$ cat src/sv/tsl_pkg.sv
// Shared types, codes and keyword tables for the tagged string-list parser.
// No dependencies; imported by tsl_core, tsl_resq and tagged_string_list_parser.
package tsl_pkg;

  localparam int COUNT_BITS_DEF = 16;
  localparam int LINE_BITS_DEF  = 24;

  // Most results one text byte can cause.
  localparam int MAX_RES  = 2;

  // Result queue sizing.
  localparam int Q_DEPTH  = 8;
  localparam int Q_PTR_W  = $clog2(Q_DEPTH);
  localparam int Q_LVL_W  = $clog2(Q_DEPTH + 1);

  // Lexer modes.
  localparam logic [2:0] LM_NORMAL  = 3'd0;
  localparam logic [2:0] LM_COMMENT = 3'd1;
  localparam logic [2:0] LM_KEYWORD = 3'd2;
  localparam logic [2:0] LM_NUMBER  = 3'd3;
  localparam logic [2:0] LM_STRING  = 3'd4;
  localparam logic [2:0] LM_ESCAPE  = 3'd5;

  // Grammar states.
  localparam logic [2:0] GS_HEAD       = 3'd0;
  localparam logic [2:0] GS_AFTER_HEAD = 3'd1;
  localparam logic [2:0] GS_NAME       = 3'd2;
  localparam logic [2:0] GS_COUNT      = 3'd3;
  localparam logic [2:0] GS_VALUES     = 3'd4;

  // Tokens handed from the lexer to the grammar.
  localparam logic [2:0] TK_EOI   = 3'd0;
  localparam logic [2:0] TK_TAG   = 3'd1;
  localparam logic [2:0] TK_ARRAY = 3'd2;
  localparam logic [2:0] TK_OVR   = 3'd3;
  localparam logic [2:0] TK_INT   = 3'd4;
  localparam logic [2:0] TK_OPEN  = 3'd5;
  localparam logic [2:0] TK_CLOSE = 3'd6;

  // Result kinds.
  localparam logic [2:0] K_START     = 3'd0;
  localparam logic [2:0] K_NAME_B    = 3'd1;
  localparam logic [2:0] K_NAME_END  = 3'd2;
  localparam logic [2:0] K_VAL_B     = 3'd3;
  localparam logic [2:0] K_VAL_END   = 3'd4;
  localparam logic [2:0] K_GROUP_END = 3'd5;
  localparam logic [2:0] K_EOI       = 3'd6;
  localparam logic [2:0] K_ERR       = 3'd7;

  // Error codes.
  localparam logic [2:0] E_BAD_CHAR  = 3'd0;
  localparam logic [2:0] E_BAD_ESC   = 3'd1;
  localparam logic [2:0] E_PREMATURE = 3'd2;
  localparam logic [2:0] E_EXP_HEAD  = 3'd3;
  localparam logic [2:0] E_EXP_STR   = 3'd4;
  localparam logic [2:0] E_EXP_INT   = 3'd5;
  localparam logic [2:0] E_MISMATCH  = 3'd6;
  localparam logic [2:0] E_TOO_LARGE = 3'd7;

  // Characters.
  localparam logic [7:0] CH_NUL    = 8'h00;
  localparam logic [7:0] CH_TAB    = 8'h09;
  localparam logic [7:0] CH_LF     = 8'h0A;
  localparam logic [7:0] CH_CR     = 8'h0D;
  localparam logic [7:0] CH_SP     = 8'h20;
  localparam logic [7:0] CH_QUOTE  = 8'h22;
  localparam logic [7:0] CH_HASH   = 8'h23;
  localparam logic [7:0] CH_SQUOTE = 8'h27;
  localparam logic [7:0] CH_STAR   = 8'h2A;
  localparam logic [7:0] CH_0      = 8'h30;
  localparam logic [7:0] CH_9      = 8'h39;
  localparam logic [7:0] CH_A      = 8'h41;
  localparam logic [7:0] CH_O      = 8'h4F;
  localparam logic [7:0] CH_T      = 8'h54;
  localparam logic [7:0] CH_BSLASH = 8'h5C;
  localparam logic [7:0] CH_LC_N   = 8'h6E;
  localparam logic [7:0] CH_LC_T   = 8'h74;

  typedef struct packed {
    logic [2:0]  kind;
    logic [7:0]  data_byte;
    logic        is_array;
    logic        is_override;
    logic [15:0] value_count;
    logic [2:0]  error_code;
    logic [23:0] line_number;
    logic        last;
  } res_t;

  // Results produced by one byte, in order.
  typedef struct packed {
    logic [1:0] n;
    res_t       r0;
    res_t       r1;
  } push_t;

  // Keyword spelling: 0 TAG, 1 ARRAY, 2 OVERRIDE.
  function automatic logic [7:0] kw_char(input logic [1:0] k, input logic [2:0] pos);
    logic [7:0] c;
    c = CH_NUL;
    case (k)
      2'd0: begin
        case (pos)
          3'd0:    c = 8'h54; // T
          3'd1:    c = 8'h41; // A
          3'd2:    c = 8'h47; // G
          default: c = CH_NUL;
        endcase
      end
      2'd1: begin
        case (pos)
          3'd0:    c = 8'h41; // A
          3'd1:    c = 8'h52; // R
          3'd2:    c = 8'h52; // R
          3'd3:    c = 8'h41; // A
          3'd4:    c = 8'h59; // Y
          default: c = CH_NUL;
        endcase
      end
      2'd2: begin
        case (pos)
          3'd0:    c = 8'h4F; // O
          3'd1:    c = 8'h56; // V
          3'd2:    c = 8'h45; // E
          3'd3:    c = 8'h52; // R
          3'd4:    c = 8'h52; // R
          3'd5:    c = 8'h49; // I
          3'd6:    c = 8'h44; // D
          default: c = 8'h45; // E
        endcase
      end
      default: c = CH_NUL;
    endcase
    return c;
  endfunction

  function automatic logic [3:0] kw_len(input logic [1:0] k);
    logic [3:0] l;
    case (k)
      2'd0:    l = 4'd3;
      2'd1:    l = 4'd5;
      default: l = 4'd8;
    endcase
    return l;
  endfunction

  function automatic logic [2:0] kw_tok(input logic [1:0] k);
    logic [2:0] t;
    case (k)
      2'd0:    t = TK_TAG;
      2'd1:    t = TK_ARRAY;
      default: t = TK_OVR;
    endcase
    return t;
  endfunction

  // Keyword selected by its first letter (T, A or O).
  function automatic logic [1:0] kw_first(input logic [7:0] b);
    logic [1:0] k;
    case (b)
      CH_T:    k = 2'd0;
      CH_A:    k = 2'd1;
      default: k = 2'd2;
    endcase
    return k;
  endfunction

endpackage

$ cat src/sv/tsl_core.sv
// Lexer and group grammar: one text byte per cycle, up to two results out.
// Depends on tsl_pkg.
module tsl_core #(
  parameter int COUNT_BITS = tsl_pkg::COUNT_BITS_DEF,
  parameter int LINE_BITS  = tsl_pkg::LINE_BITS_DEF
) (
  input  logic           clk,
  input  logic           rst_n,
  input  logic           byte_vld,
  input  logic [7:0]     byte_in,
  output tsl_pkg::push_t push
);
  import tsl_pkg::*;

  typedef struct packed {
    logic [2:0]            gs;
    logic                  is_array;
    logic                  ovr;
    logic [COUNT_BITS-1:0] decl;
    logic [COUNT_BITS:0]   seen;
  } gst_t;

  typedef struct packed {
    logic [1:0] n;
    res_t       e0;
    res_t       e1;
  } evs_t;

  typedef struct packed {
    gst_t s;
    evs_t ev;
    logic halt;
    logic clr;
  } gout_t;

  localparam logic [COUNT_BITS:0]   CAP   = (COUNT_BITS+1)'(1) << COUNT_BITS;
  localparam logic [COUNT_BITS+4:0] CAP_W = (COUNT_BITS+5)'(1) << COUNT_BITS;
  localparam logic [LINE_BITS-1:0]  LINE_ONE = LINE_BITS'(1);
  localparam gst_t GST_CLR = {GS_HEAD, 1'b0, 1'b0, {COUNT_BITS{1'b0}},
                              {(COUNT_BITS+1){1'b0}}};

  logic [2:0]            mode_r, mode_nxt;
  logic [1:0]            k_r, k_nxt;
  logic [2:0]            pos_r, pos_nxt;
  logic [COUNT_BITS:0]   num_r, num_nxt;
  logic [LINE_BITS-1:0]  line_r, line_nxt;
  gst_t                  gst_r, gst_nxt;
  logic                  halted_r, halted_nxt;

  function automatic evs_t add_ev(input evs_t a, input res_t e);
    evs_t o;
    o = a;
    if (a.n == 2'd0) begin
      o.e0 = e;
      o.n  = 2'd1;
    end else if (a.n == 2'd1) begin
      o.e1 = e;
      o.n  = 2'd2;
    end
    return o;
  endfunction

  function automatic res_t mk_ev(input logic [2:0] kind, input logic [7:0] data,
                                 input logic arr, input logic ovr,
                                 input logic [15:0] cnt, input logic [2:0] err);
    res_t r;
    r             = '0;
    r.kind        = kind;
    r.data_byte   = data;
    r.is_array    = arr;
    r.is_override = ovr;
    r.value_count = cnt;
    r.error_code  = err;
    return r;
  endfunction

  function automatic gout_t fail(input gout_t gi, input logic [2:0] code);
    gout_t o;
    o      = gi;
    o.ev   = add_ev(gi.ev, mk_ev(K_ERR, 8'd0, 1'b0, 1'b0, 16'd0, code));
    o.halt = 1'b1;
    return o;
  endfunction

  function automatic gout_t g_head(input gout_t gi, input logic [2:0] tok);
    gout_t o;
    o = gi;
    if (tok == TK_EOI) begin
      o.ev  = add_ev(gi.ev, mk_ev(K_EOI, 8'd0, 1'b0, 1'b0, 16'd0, 3'd0));
      o.clr = 1'b1;
    end else if (tok == TK_TAG || tok == TK_ARRAY) begin
      o.s.is_array = (tok == TK_ARRAY);
      o.s.ovr      = 1'b0;
      o.s.decl     = '0;
      o.s.seen     = '0;
      o.s.gs       = GS_AFTER_HEAD;
    end else if (tok != TK_OPEN) begin
      o = fail(gi, E_EXP_HEAD);
    end
    return o;
  endfunction

  function automatic gout_t gram(input gout_t gi, input logic [2:0] tok,
                                 input logic [COUNT_BITS:0] val);
    gout_t                  o;
    logic [COUNT_BITS+16:0] wide;
    logic [15:0]            cnt;
    o    = gi;
    wide = (COUNT_BITS+17)'(gi.s.seen);
    cnt  = (wide > (COUNT_BITS+17)'(16'hFFFF)) ? 16'hFFFF : wide[15:0];
    case (gi.s.gs)
      GS_HEAD: o = g_head(gi, tok);
      GS_AFTER_HEAD, GS_NAME: begin
        if (tok == TK_OVR && gi.s.gs == GS_AFTER_HEAD) begin
          o.s.ovr = 1'b1;
          o.s.gs  = GS_NAME;
        end else if (tok == TK_OPEN) begin
          o.ev = add_ev(gi.ev, mk_ev(K_START, 8'd0, gi.s.is_array, gi.s.ovr, 16'd0, 3'd0));
        end else if (tok == TK_CLOSE) begin
          o.ev   = add_ev(gi.ev, mk_ev(K_NAME_END, 8'd0, 1'b0, 1'b0, 16'd0, 3'd0));
          o.s.gs = gi.s.is_array ? GS_COUNT : GS_VALUES;
        end else begin
          o = fail(gi, E_EXP_STR);
        end
      end
      GS_COUNT: begin
        if (tok == TK_INT) begin
          // Value saturates at the cap, so its top bit flags an oversize count.
          if (val[COUNT_BITS]) begin
            o = fail(gi, E_TOO_LARGE);
          end else begin
            o.s.decl = val[COUNT_BITS-1:0];
            o.s.gs   = GS_VALUES;
          end
        end else if (tok != TK_OPEN) begin
          o = fail(gi, E_EXP_INT);
        end
      end
      default: begin
        if (tok == TK_OPEN) begin
          o = gi;
        end else if (tok == TK_CLOSE) begin
          if (!gi.s.seen[COUNT_BITS]) begin
            o.s.seen = gi.s.seen + 1'b1;
          end
          o.ev = add_ev(gi.ev, mk_ev(K_VAL_END, 8'd0, 1'b0, 1'b0, 16'd0, 3'd0));
        end else if (gi.s.is_array && {1'b0, gi.s.decl} != gi.s.seen) begin
          o = fail(gi, E_MISMATCH);
        end else begin
          // Close the group, then read this token as the next head.
          o.ev   = add_ev(gi.ev, mk_ev(K_GROUP_END, 8'd0, 1'b0, 1'b0, cnt, 3'd0));
          o.s.gs = GS_HEAD;
          o      = g_head(o, tok);
        end
      end
    endcase
    return o;
  endfunction

  function automatic gout_t str_byte(input gout_t gi, input logic [7:0] b);
    gout_t o;
    o = gi;
    if (gi.s.gs == GS_AFTER_HEAD || gi.s.gs == GS_NAME) begin
      o.ev = add_ev(gi.ev, mk_ev(K_NAME_B, b, 1'b0, 1'b0, 16'd0, 3'd0));
    end else if (gi.s.gs == GS_VALUES) begin
      o.ev = add_ev(gi.ev, mk_ev(K_VAL_B, b, 1'b0, 1'b0, 16'd0, 3'd0));
    end
    return o;
  endfunction

  gout_t                  g;
  logic [LINE_BITS-1:0]   line_inc;
  logic [LINE_BITS+23:0]  line_w;

  always_comb begin
    logic [COUNT_BITS+4:0] acc;
    logic [3:0]            d;
    logic [3:0]            pos_inc;
    logic                  is_dig;
    logic                  run_n;
    logic                  inc;

    g.s      = gst_r;
    g.ev     = '0;
    g.halt   = 1'b0;
    g.clr    = 1'b0;
    mode_nxt = mode_r;
    k_nxt    = k_r;
    pos_nxt  = pos_r;
    num_nxt  = num_r;
    run_n    = 1'b0;
    inc      = 1'b0;
    d        = byte_in[3:0];
    is_dig   = byte_in inside {[CH_0:CH_9]};
    pos_inc  = {1'b0, pos_r} + 4'd1;
    acc      = ({4'b0, num_r} << 3) + ({4'b0, num_r} << 1) + (COUNT_BITS+5)'(d);

    if (byte_vld && !halted_r) begin
      case (mode_r)
        LM_NUMBER: begin
          if (is_dig) begin
            num_nxt = (acc > CAP_W) ? CAP : acc[COUNT_BITS:0];
          end else begin
            // Count ends here; the byte is then lexed as usual.
            mode_nxt = LM_NORMAL;
            g        = gram(g, TK_INT, num_r);
            num_nxt  = '0;
            run_n    = !g.halt;
          end
        end
        LM_COMMENT: begin
          if (byte_in inside {CH_CR, CH_LF, CH_NUL}) begin
            mode_nxt = LM_NORMAL;
            run_n    = 1'b1;
          end
        end
        LM_KEYWORD: begin
          if (k_r == 2'd3 || byte_in != kw_char(k_r, pos_r)) begin
            g = fail(g, E_BAD_CHAR);
          end else if (pos_inc >= kw_len(k_r)) begin
            mode_nxt = LM_NORMAL;
            k_nxt    = 2'd0;
            pos_nxt  = 3'd0;
            g        = gram(g, kw_tok(k_r), '0);
          end else begin
            pos_nxt = pos_inc[2:0];
          end
        end
        LM_STRING: begin
          if (byte_in == CH_QUOTE) begin
            mode_nxt = LM_NORMAL;
            g        = gram(g, TK_CLOSE, '0);
          end else if (byte_in == CH_NUL) begin
            g = fail(g, E_PREMATURE);
          end else if (byte_in == CH_BSLASH) begin
            mode_nxt = LM_ESCAPE;
          end else begin
            inc = (byte_in == CH_LF);
            g   = str_byte(g, byte_in);
          end
        end
        LM_ESCAPE: begin
          mode_nxt = LM_STRING;
          if (byte_in == CH_LC_N) begin
            g = str_byte(g, CH_LF);
          end else if (byte_in == CH_LC_T) begin
            g = str_byte(g, CH_TAB);
          end else if (byte_in inside {CH_BSLASH, CH_QUOTE, CH_SQUOTE}) begin
            g = str_byte(g, byte_in);
          end else if (byte_in == CH_NUL) begin
            g = fail(g, E_PREMATURE);
          end else begin
            g = fail(g, E_BAD_ESC);
          end
        end
        default: begin
          mode_nxt = LM_NORMAL;
          run_n    = 1'b1;
        end
      endcase

      if (run_n) begin
        if (byte_in == CH_NUL) begin
          g = gram(g, TK_EOI, '0);
        end else if (byte_in inside {CH_SP, CH_TAB, CH_CR}) begin
          mode_nxt = LM_NORMAL;
        end else if (byte_in inside {CH_HASH, CH_STAR}) begin
          mode_nxt = LM_COMMENT;
        end else if (byte_in == CH_LF) begin
          inc = 1'b1;
        end else if (is_dig) begin
          mode_nxt = LM_NUMBER;
          num_nxt  = (COUNT_BITS+1)'(d);
        end else if (byte_in == CH_QUOTE) begin
          mode_nxt = LM_STRING;
          g        = gram(g, TK_OPEN, '0);
        end else if (byte_in inside {CH_T, CH_A, CH_O}) begin
          mode_nxt = LM_KEYWORD;
          k_nxt    = kw_first(byte_in);
          pos_nxt  = 3'd1;
        end else begin
          g = fail(g, E_BAD_CHAR);
        end
      end
    end

    // A newline always counts before any result of the same byte.
    line_inc = (inc && line_r != '1) ? line_r + LINE_ONE : line_r;
    line_w   = (LINE_BITS+24)'(line_inc);

    if (g.clr) begin
      mode_nxt     = LM_NORMAL;
      k_nxt        = 2'd0;
      pos_nxt      = 3'd0;
      num_nxt      = '0;
      line_nxt     = LINE_ONE;
      gst_nxt      = GST_CLR;
      halted_nxt   = 1'b0;
    end else begin
      line_nxt   = line_inc;
      gst_nxt    = g.s;
      halted_nxt = halted_r | g.halt;
    end

    push                = '0;
    push.n              = g.ev.n;
    push.r0             = g.ev.e0;
    push.r0.line_number = line_w[23:0];
    push.r0.last        = (g.ev.n == 2'd1);
    push.r1             = g.ev.e1;
    push.r1.line_number = line_w[23:0];
    push.r1.last        = 1'b1;
  end

  always_ff @(posedge clk) begin
    if (!rst_n) begin
      mode_r      <= LM_NORMAL;
      k_r         <= 2'd0;
      pos_r       <= 3'd0;
      num_r       <= '0;
      line_r      <= LINE_ONE;
      gst_r       <= GST_CLR;
      halted_r    <= 1'b0;
    end else begin
      mode_r      <= mode_nxt;
      k_r         <= k_nxt;
      pos_r       <= pos_nxt;
      num_r       <= num_nxt;
      line_r      <= line_nxt;
      gst_r       <= gst_nxt;
      halted_r    <= halted_nxt;
    end
  end

endmodule

$ cat src/sv/tsl_resq.sv
// Result queue: takes up to two results a cycle, hands out one per transfer.
// Depends on tsl_pkg.
module tsl_resq (
  input  logic                         clk,
  input  logic                         rst_n,
  input  tsl_pkg::push_t               push,
  input  logic                         pop_stall,
  output logic                         out_vld,
  output tsl_pkg::res_t                out_res,
  output logic [tsl_pkg::Q_LVL_W-1:0]  level
);
  import tsl_pkg::*;

  res_t                mem [Q_DEPTH];
  res_t                head_r;
  logic                head_vld_r, head_vld_nxt;
  logic [Q_PTR_W-1:0]  wr_r, wr_nxt;
  logic [Q_PTR_W-1:0]  rd_r, rd_nxt;
  logic [Q_LVL_W-1:0]  cnt_r, cnt_nxt;
  logic [Q_PTR_W-1:0]  wr_p1;
  logic [1:0]          n_store;
  logic                pop;
  logic                load;
  logic                from_mem;
  logic                bypass;

  // The head sits in an output register; mem holds the results behind it.
  assign out_vld  = head_vld_r;
  assign out_res  = head_r;
  assign level    = cnt_r + Q_LVL_W'(head_vld_r);
  assign pop      = head_vld_r && !pop_stall;
  assign load     = !head_vld_r || pop;
  assign from_mem = load && (cnt_r != '0);
  assign bypass   = load && (cnt_r == '0) && (push.n != 2'd0);
  assign wr_p1    = wr_r + Q_PTR_W'(1);

  always_comb begin
    n_store      = bypass ? push.n - 2'd1 : push.n;
    wr_nxt       = wr_r + Q_PTR_W'(n_store);
    rd_nxt       = from_mem ? rd_r + Q_PTR_W'(1) : rd_r;
    cnt_nxt      = cnt_r + Q_LVL_W'(n_store) - Q_LVL_W'(from_mem);
    head_vld_nxt = load ? (from_mem || bypass) : head_vld_r;
  end

  always_ff @(posedge clk) begin
    if (bypass) begin
      if (push.n == 2'd2) begin
        mem[wr_r] <= push.r1;
      end
    end else begin
      if (push.n != 2'd0) begin
        mem[wr_r] <= push.r0;
      end
      if (push.n == 2'd2) begin
        mem[wr_p1] <= push.r1;
      end
    end
  end

  always_ff @(posedge clk) begin
    if (from_mem) begin
      head_r <= mem[rd_r];
    end else if (bypass) begin
      head_r <= push.r0;
    end
  end

  always_ff @(posedge clk) begin
    if (!rst_n) begin
      wr_r       <= '0;
      rd_r       <= '0;
      cnt_r      <= '0;
      head_vld_r <= 1'b0;
    end else begin
      wr_r       <= wr_nxt;
      rd_r       <= rd_nxt;
      cnt_r      <= cnt_nxt;
      head_vld_r <= head_vld_nxt;
    end
  end

endmodule

$ cat src/sv/tagged_string_list_parser.sv
// Top level of the tagged string-list parser: input register, lexer/grammar
// core and result queue. Depends on tsl_pkg, tsl_core and tsl_resq.
//
// Streaming parser for a catalogue text, one byte per input transfer, byte 0
// ending the catalogue. Each accepted byte is registered, then lexed and run
// through the group grammar in the following cycle; its results (none, one or
// two) land in a result queue of eight places behind a head output register,
// and leave one per output transfer. The first result passes the input
// register and then the head register of the queue before it is offered.
// The sustained rate is one byte per cycle as long as the output side keeps
// up; a byte that causes two results occupies the output for two transfers, and
// the input stalls whenever the queue could not absorb the worst case of two
// results for the byte in flight plus two for the next one. After an error the
// block keeps taking bytes but gives no more results until reset; after end of
// input every counter, the line counter included, returns to its reset value
// and a new catalogue may follow. Nothing needs clearing after reset.
module tagged_string_list_parser #(
  parameter int COUNT_BITS = tsl_pkg::COUNT_BITS_DEF,
  parameter int LINE_BITS  = tsl_pkg::LINE_BITS_DEF
) (
  input  logic        clk,
  input  logic        rst_n,
  // Input channel: one text byte per transfer.
  input  logic        in_valid,
  output logic        in_stall,
  input  logic [7:0]  in_byte,
  // Result channel: one result per transfer.
  output logic        out_valid,
  input  logic        out_stall,
  output logic [2:0]  out_kind,
  output logic [7:0]  out_data_byte,
  output logic        out_is_array,
  output logic        out_is_override,
  output logic [15:0] out_value_count,
  output logic [2:0]  out_error_code,
  output logic [23:0] out_line_number,
  output logic        out_last
);
  import tsl_pkg::*;

  logic               in_vld_r;
  logic [7:0]         in_byte_r;
  logic               in_xfer;
  push_t              push;
  res_t               head;
  logic [Q_LVL_W-1:0] level;

  // Room check: the byte in flight may add two results this edge, and a byte
  // taken now may add two more next cycle. Pops are not counted on.
  assign in_stall = in_vld_r ? (level > Q_LVL_W'(Q_DEPTH - 2 * MAX_RES))
                             : (level > Q_LVL_W'(Q_DEPTH - MAX_RES));
  assign in_xfer  = in_valid && !in_stall;

  // Input register: the core consumes it every cycle, so it never holds.
  always_ff @(posedge clk) begin
    if (!rst_n) begin
      in_vld_r <= 1'b0;
    end else begin
      in_vld_r <= in_xfer;
    end
  end

  always_ff @(posedge clk) begin
    if (in_xfer) begin
      in_byte_r <= in_byte;
    end
  end

  tsl_core #(
    .COUNT_BITS (COUNT_BITS),
    .LINE_BITS  (LINE_BITS)
  ) u_core (
    .clk      (clk),
    .rst_n    (rst_n),
    .byte_vld (in_vld_r),
    .byte_in  (in_byte_r),
    .push     (push)
  );

  tsl_resq u_resq (
    .clk       (clk),
    .rst_n     (rst_n),
    .push      (push),
    .pop_stall (out_stall),
    .out_vld   (out_valid),
    .out_res   (head),
    .level     (level)
  );

  // Drive the result fields from the queue head.
  assign out_kind        = head.kind;
  assign out_data_byte   = head.data_byte;
  assign out_is_array    = head.is_array;
  assign out_is_override = head.is_override;
  assign out_value_count = head.value_count;
  assign out_error_code  = head.error_code;
  assign out_line_number = head.line_number;
  assign out_last        = head.last;

endmodule
$ cat config.mk
export PLATFORM = sky130hd
export DESIGN_NAME = tagged_string_list_parser
export DESIGN_NICKNAME = d
export VERILOG_FILES = /design/src/sv/tsl_pkg.sv /design/src/sv/tsl_core.sv /design/src/sv/tsl_resq.sv /design/src/sv/tagged_string_list_parser.sv
export SDC_FILE = /design/constraint.sdc
export NUM_CORES = 1
export LEC_CHECK = 0
export ABC_AREA = 1
export BUFFER_PORTS_ARGS = -buffer_cell sky130_fd_sc_hd__buf_2
export CAP_MARGIN = 20
export CORE_ASPECT_RATIO = 0.5
export CORE_UTILIZATION = 51
export CTS_CLUSTER_DIAMETER = 60
export DETAILED_ROUTE_END_ITERATION = 6
export PLACE_DENSITY = 0.67
export SLEW_MARGIN = 20
export SYNTH_ARGS = -nofsm -noshare
export SYNTH_HDL_FRONTEND = slang
export SYNTH_HIERARCHICAL = 1
export SYNTH_SLANG_ARGS = --single-unit
$ cat constraint.sdc
create_clock -name clk -period 23.1 [get_ports clk]
set_input_delay 4.62 -clock clk [delete_from_list [all_inputs] [get_ports clk]]
set_output_delay 4.62 -clock clk [all_outputs]
set_load 0.03 [all_outputs]
Yosys cells after proc, flatten, opt, wreduce, memory -nomap -nowiden
Memory sizes are Yosys's and may differ from the RTL's. A register that Yosys moved wholly into a read port is not among the register bits.
Cells that the tools add are included.
{ "totals": {"ff_bits": 165, "ram_bits": 456, "mem_count": 1, "out_inout_bits": 59, "elab_cells": 381} }
{ "classes": {"order_cmp": 8, "muxes": 231, "eq_ne": 52, "n_addsub": 12, "n_bitwise": 3, "reduce_logical": 49} }
{ "mem_list": {"columns": ["memory", "depth", "width", "read_ports", "rd_clocked_by_memory_dff", "wr", "line", "source"], "rows": [
  ["u_resq.mem", 8, 57, 1, 1, 2, "tsl_resq.sv:14", "res_t mem [Q_DEPTH];"]
]} }
{ "op_table": {"columns": ["operator", "n"], "rows": [
  ["$mux 156", 14],
  ["$mux 57", 38],
  ["$mux 118", 16],
  ["$pmux 156 s3", 4],
  ["$mux 59", 12],
  ["$pmux 156 s4", 1],
  ["$mux 116", 5],
  ["$mux 117", 4],
  ["$mux 115", 3],
  ["$mux 114", 2],
  ["$mux 17", 10],
  ["$mux 151", 1],
  ["$mux 133", 1],
  ["$mux 38", 3],
  ["$mux 3", 37],
  ["$mux 86", 1],
  ["$mux 36", 2],
  ["$mux 16", 4],
  ["$mux 2", 29],
  ["$eq 8x7->1 const B", 6],
  ["$pmux 7 s3", 2],
  ["$eq 8x6->1 const B", 5],
  ["$gt 17x16->1 const B", 2],
  ["$ne 16x17->1", 2],
  ["51 further kinds", 151]
]} }

Logic depth before layout (Yosys ltp)
{ "logic_depth": {"word_depth": 60, "mapped_depth": 48} }

Cells and area by module
Netlist, hierarchy kept.
{ "by_module_without_submodules": {"columns": ["module", "instances", "seq_area_each_um2", "area_each_um2", "cells_each"], "rows": [
  ["tsl_resq", 1, 15685.0, 30194.0, 3886],
  ["tsl_core", 1, 1761.7, 10249.8, 1782],
  ["tagged_string_list_parser", 1, 260.2, 320.3, 22]
]} }

Worst setup path after synthesis
Ideal clock, no wire load.
{ "synth_path": {"path_kind": "input to register", "startpoint": "input out_stall", "endpoint": "memory u_resq/mem[6][0] in the netlist's numbering, enable pin", "path_slack_ns": 13.341, "t_required_ns": 22.549, "arrival_time_ns": 9.208, "path_buffers": 1, "cell_stages": 5, "path_cell_list": "nand2_1 > nand3_2 > buf_4 > o21ai_1 > o21ai_0"} }
{ "synth_rtl": {"columns": ["item", "line", "source"], "rows": [
  ["start, declared", "tagged_string_list_parser.sv:29", "input logic out_stall,"],
  ["end, declared", "tsl_resq.sv:14", null]
]} }

==> metrics.txt <==
# TYPE chip_impl_metric gauge
chip_impl_metric{name="worst_max_slew_margin_expressed_relative_to_the_limit",unit="%"} 19.4
chip_impl_info{name="ys_dominant_reg_cell",value="sky130_fd_sc_hd__edfxtp_1"} 1
chip_impl_info{name="timing.hold.worst.start",value="u_core/halted_r"} 1
chip_impl_metric{name="worst_skew_pair.late_latency",unit="ps"} 680
chip_impl_metric{name="initialDrtViolationCount",unit=""} 4602
chip_impl_metric{name="storage_cell_area",unit="µm²"} 17700
chip_impl_metric{name="setup_ws",unit="ps"} 14380
chip_impl_metric{name="clkTransAtPathRegs",unit="ps"} 70
chip_impl_metric{name="post_cts_resized",unit=""} 0
chip_impl_metric{name="final_core_utilization",unit="%"} 54.9
chip_impl_info{name="cpMostUsedCell",value="sky130_fd_sc_hd__nand2_1"} 1
chip_impl_metric{name="min_path_cells",unit=""} 2
chip_impl_metric{name="die_x",unit="µm"} 402
chip_impl_info{name="min-delay-path-class",value="flip-flop to flip-flop"} 1
chip_impl_metric{name="p_leak",unit="nW"} 19.7
chip_impl_metric{name="ys_async_sr_fraction",unit="%"} 0
chip_impl_metric{name="timing.final.hold_violations",unit=""} 0
chip_impl_metric{name="actual_slew_at_the_worst_max_slew_pin",unit="ps"} 1210
chip_impl_metric{name="start_util",unit="%"} 52.1
chip_impl_metric{name="timing.critical_path.required",unit="ps"} 23640
chip_impl_metric{name="first_global_vias",unit=""} 35900
chip_impl_metric{name="ff2ff_setup_slack",unit="ps"} 14380
chip_impl_metric{name="fp.dieArea",unit="µm²"} 81100
chip_impl_metric{name="cts.sinks",unit=""} 624
chip_impl_metric{name="post_cts_hold_buffer_count",unit=""} 0
chip_impl_info{name="timing.critical_path.slowest_stage_cell",value="sky130_fd_sc_hd__buf_4"} 1
chip_impl_info{name="unrepaired_setup_endpoints_after_global_routing",value="false"} 1
chip_impl_metric{name="netlist.area_leader.share",unit="%"} 38.4
chip_impl_metric{name="placedCellCount",unit=""} 6463
chip_impl_metric{name="timing.critical_path.fanout_max",unit=""} 159
chip_impl_metric{name="grt_max_degree",unit=""} 160
chip_impl_metric{name="post_synth_inst_count",unit=""} 5690
chip_impl_metric{name="grt_pass1_wl",unit="µm"} 209000
chip_impl_metric{name="final_count_of_negative_setup_slack_endpoints",unit=""} 0
chip_impl_metric{name="ys_seq_area_share",unit="%"} 43.4
chip_impl_metric{name="drtPass1Iterations",unit=""} 6
chip_impl_metric{name="placeableCoreArea",unit="µm²"} 78200
chip_impl_metric{name="fmaxAchievable",unit="MHz"} 115
chip_impl_info{name="end_kind",value="flip-flop"} 1
chip_impl_metric{name="port_buffers",unit=""} 70
chip_impl_metric{name="multi_input_area",unit="µm²"} 18800
chip_impl_metric{name="number_of_antenna_violations_at_the_first_check_in_global_routing",unit=""} 1
chip_impl_metric{name="rows",unit=""} 72
chip_impl_metric{name="grt_util_all_layers",unit="%"} 33.0
chip_impl_metric{name="cts_made_buffers",unit=""} 58
chip_impl_metric{name="fin_setup_tns",unit="ps"} 0
chip_impl_info{name="min_to",value="u_core/halted_r"} 1
chip_impl_info{name="synth.area.top_cells",value="sky130_fd_sc_hd__edfxtp_1, sky130_fd_sc_hd__nand2_1, sky130_fd_sc_hd__nand3_1"} 1
chip_impl_metric{name="post_route_cells_drive_above_1_share",unit="%"} 6.92
chip_impl_info{name="synth.largest_area_cell",value="sky130_fd_sc_hd__edfxtp_1"} 1
chip_impl_metric{name="power_density_cells",unit="nW/µm²"} 89.4
chip_impl_metric{name="totalPowerFinal",unit="mW"} 3.84
chip_impl_metric{name="grt_remaining_overflow",unit=""} 0
chip_impl_metric{name="syn2layout_area_growth",unit="%"} 5.39
chip_impl_metric{name="dp.final_hpwl",unit="µm"} 80700
chip_impl_metric{name="diodes",unit=""} 0
chip_impl_info{name="clock_tree_from_tritoncts",value="done"} 1
chip_impl_metric{name="r2r_cells",unit=""} 37
chip_impl_metric{name="cts.htree.levels",unit=""} 2
chip_impl_metric{name="ys_seq_elements",unit=""} 624
chip_impl_metric{name="timing.final.crit_share",unit="%"} 37.8
chip_impl_metric{name="syn_area_per_cell",unit="µm²"} 7.16
chip_impl_metric{name="vdd_ir_drop_max",unit="mV"} 0.0939
chip_impl_metric{name="fillerInstances",unit=""} 7274
chip_impl_info{name="run_status",value="finished, final reports clean"} 1
chip_impl_info{name="path_class",value="flip-flop to flip-flop"} 1
chip_impl_metric{name="final.setup_skew",unit="ps"} 45.3
chip_impl_info{name="start_kind",value="flip-flop"} 1
chip_impl_metric{name="avgRoutedWirePerCell",unit="µm"} 20.7
chip_impl_metric{name="per_cell_via_count_in_the_routed_design",unit=""} 5.86
chip_impl_metric{name="wirelength",unit="µm"} 136000
chip_impl_metric{name="number_of_flops_mapped_to_enable_cells_by_yosys",unit=""} 521
chip_impl_metric{name="syn-cell-area",unit="µm²"} 40800
chip_impl_metric{name="design.final.nets",unit=""} 5566
chip_impl_metric{name="synth_cell_types",unit=""} 62
chip_impl_metric{name="arrival",unit="ps"} 9260
chip_impl_metric{name="drcViolationCount",unit=""} 0
chip_impl_info{name="ctsRootBufferMaster",value="sky130_fd_sc_hd__clkbuf_16"} 1
chip_impl_metric{name="height_of_the_chip",unit="µm"} 202
chip_impl_info{name="layout_commonest_cell",value="sky130_fd_sc_hd__nand2_1"} 1
chip_impl_metric{name="place_ws",unit="ps"} 14520
chip_impl_metric{name="post-cts-setup-buffers",unit=""} 0
chip_impl_metric{name="fin_crit",unit="ps"} 8720
chip_impl_info{name="worstReg2RegStart",value="u_core/gst_r[35]"} 1
chip_impl_metric{name="post_layout_nonfiller_instances",unit=""} 6569
chip_impl_metric{name="yosysWarningCount",unit=""} 6
chip_impl_metric{name="placer_congestion_estimate",unit=""} 0.989
chip_impl_metric{name="via_count",unit=""} 38500
chip_impl_metric{name="timing.max_cap.violations",unit=""} 0
chip_impl_metric{name="report.final.slew_viol_count",unit=""} 0
chip_impl_metric{name="crit_path_max_incr_delay",unit="ps"} 990
chip_impl_metric{name="antenna_violating_nets_post_route",unit=""} 0
chip_impl_info{name="layout_common_cells",value="sky130_fd_sc_hd__nand2_1, sky130_fd_sc_hd__nand3_1, sky130_fd_sc_hd__inv_1, sky130_fd_sc_hd__edfxtp_1, sky130_fd_sc_hd__nor2_1"} 1
chip_impl_metric{name="top_level_ports",unit=""} 71
chip_impl_info{name="worstReg2RegEnd",value="u_resq/mem[2][24]"} 1
chip_impl_metric{name="clock_tree.buffer_depth",unit=""} 3
-- area by class of cell --
class / count / share of cell area, %
clock buffer: 71 / 3.61
timing repair buffer: 149 / 2.24
sequential: 624 / 41.2
multi-input combinational: 4024 / 43.7
inverter: 631 / 5.55
clock inverter: 34 / 0.673
tap: 1036 / 3.02
-- critical path, delay by kind of cell, from the launching register on --
family | cells | cell delay, ps
AO/OA/AOI/OAI | 1 | 150
buffers and inverters | 11 | 3720
adder cells (fa/ha/maj) | 1 | 170
flip-flops | 1 | 630
AND/OR/NAND/NOR | 24 | 3820
-- cell families (layout without fill, tap and decap cells) --
| group | count (synthesis) | after routing | share of synthesized area [%] |
|---|---|---|---|
| fa+ha+maj | 66 | 66 | 2.10 |
| other cells | 2 | 9 | 0.0184 |
| buf+inv | 1049 | 885 | 11.1 |
| compound gates | 349 | 349 | 5.07 |
| xor+xnor | 52 | 52 | 1.12 |
| flops | 624 | 624 | 43.4 |
| simple gates | 3548 | 3548 | 37.1 |
-- synthesized netlist by cell type, types with 12 or more instances --
cell type,count
sky130_fd_sc_hd__buf_1,12
sky130_fd_sc_hd__nand3_1,958
sky130_fd_sc_hd__nor4_1,21
sky130_fd_sc_hd__nor3_1,50
sky130_fd_sc_hd__nor2_1,333
sky130_fd_sc_hd__clkbuf_1,174
sky130_fd_sc_hd__buf_2,140
sky130_fd_sc_hd__ha_1,62
sky130_fd_sc_hd__inv_2,18
sky130_fd_sc_hd__inv_1,607
sky130_fd_sc_hd__a211oi_1,12
sky130_fd_sc_hd__nand2_2,30
sky130_fd_sc_hd__a21oi_1,163
sky130_fd_sc_hd__dfxtp_1,103
sky130_fd_sc_hd__edfxtp_1,521
sky130_fd_sc_hd__nand2_1,2063
sky130_fd_sc_hd__nand4_1,30
sky130_fd_sc_hd__o21ai_0,76
sky130_fd_sc_hd__o21ai_1,12
sky130_fd_sc_hd__xor2_1,41
sky130_fd_sc_hd__nand3_2,16
sky130_fd_sc_hd__o211ai_1,17
sky130_fd_sc_hd__buf_6,20
sky130_fd_sc_hd__buf_4,72
-- flip-flops by register name, summed over array words and instances (netlist names), 2 cells and up, named ones only --
signal / count
u_resq/mem: 456
u_resq/out_res: 57
u_core/gst_r: 38
u_core/line_r: 24
u_core/num_r: 17
in_byte_r: 8
u_resq/cnt_r: 4
u_core/mode_r: 3
u_core/pos_r: 3
u_resq/rd_r: 3
u_resq/wr_r: 3
u_core/k_r: 2
-- power by group --
group | switching [mW] | internal [mW] | total [mW]
clock network | 0.460 | 0.512 | 0.972
logic | 1.12 | 0.324 | 1.44
registers | 0.0568 | 1.37 | 1.43
total | 1.63 | 2.21 | 3.84
-- through the flow --
step	instance area, µm²	hold WS [ps]
6_report	43000	486
5_1_grt	43000	526
4_1_cts	42900	484
3_5_place_dp	41100	474
3_3_place_gp	41100	470
2_1_floorplan	40800	435
-- per-layer routing --
| metal | part of all wire [%] | global-route usage [%] | up-vias |
|---|---|---|---|
| li1 | - | - | 17900 |
| met1 | 41 | 46.0 | 18000 |
| met2 | 45 | 52.3 | 2335 |
| met3 | 12 | 5.67 | 293 |
| met4 | 2.8 | 10.2 | 0 |
| met5 | 0 | 0 | - |
-- worst max path at each step --
stage,startpoint,end,depth (start not counted)
3_5_place_dp,out_stall,u_resq/mem[5][25],9
2_1_floorplan,out_stall,u_resq/mem[6][0],5
6_report,u_core/gst_r[35],u_resq/mem[2][24],37
3_3_place_gp,out_stall,u_resq/mem[6][17],9
4_1_cts,u_core/k_r[1],u_resq/mem[7][33],37
5_1_grt,u_core/gst_r[35],u_resq/mem[1][24],37
Power figures use the tool's default switching activity.
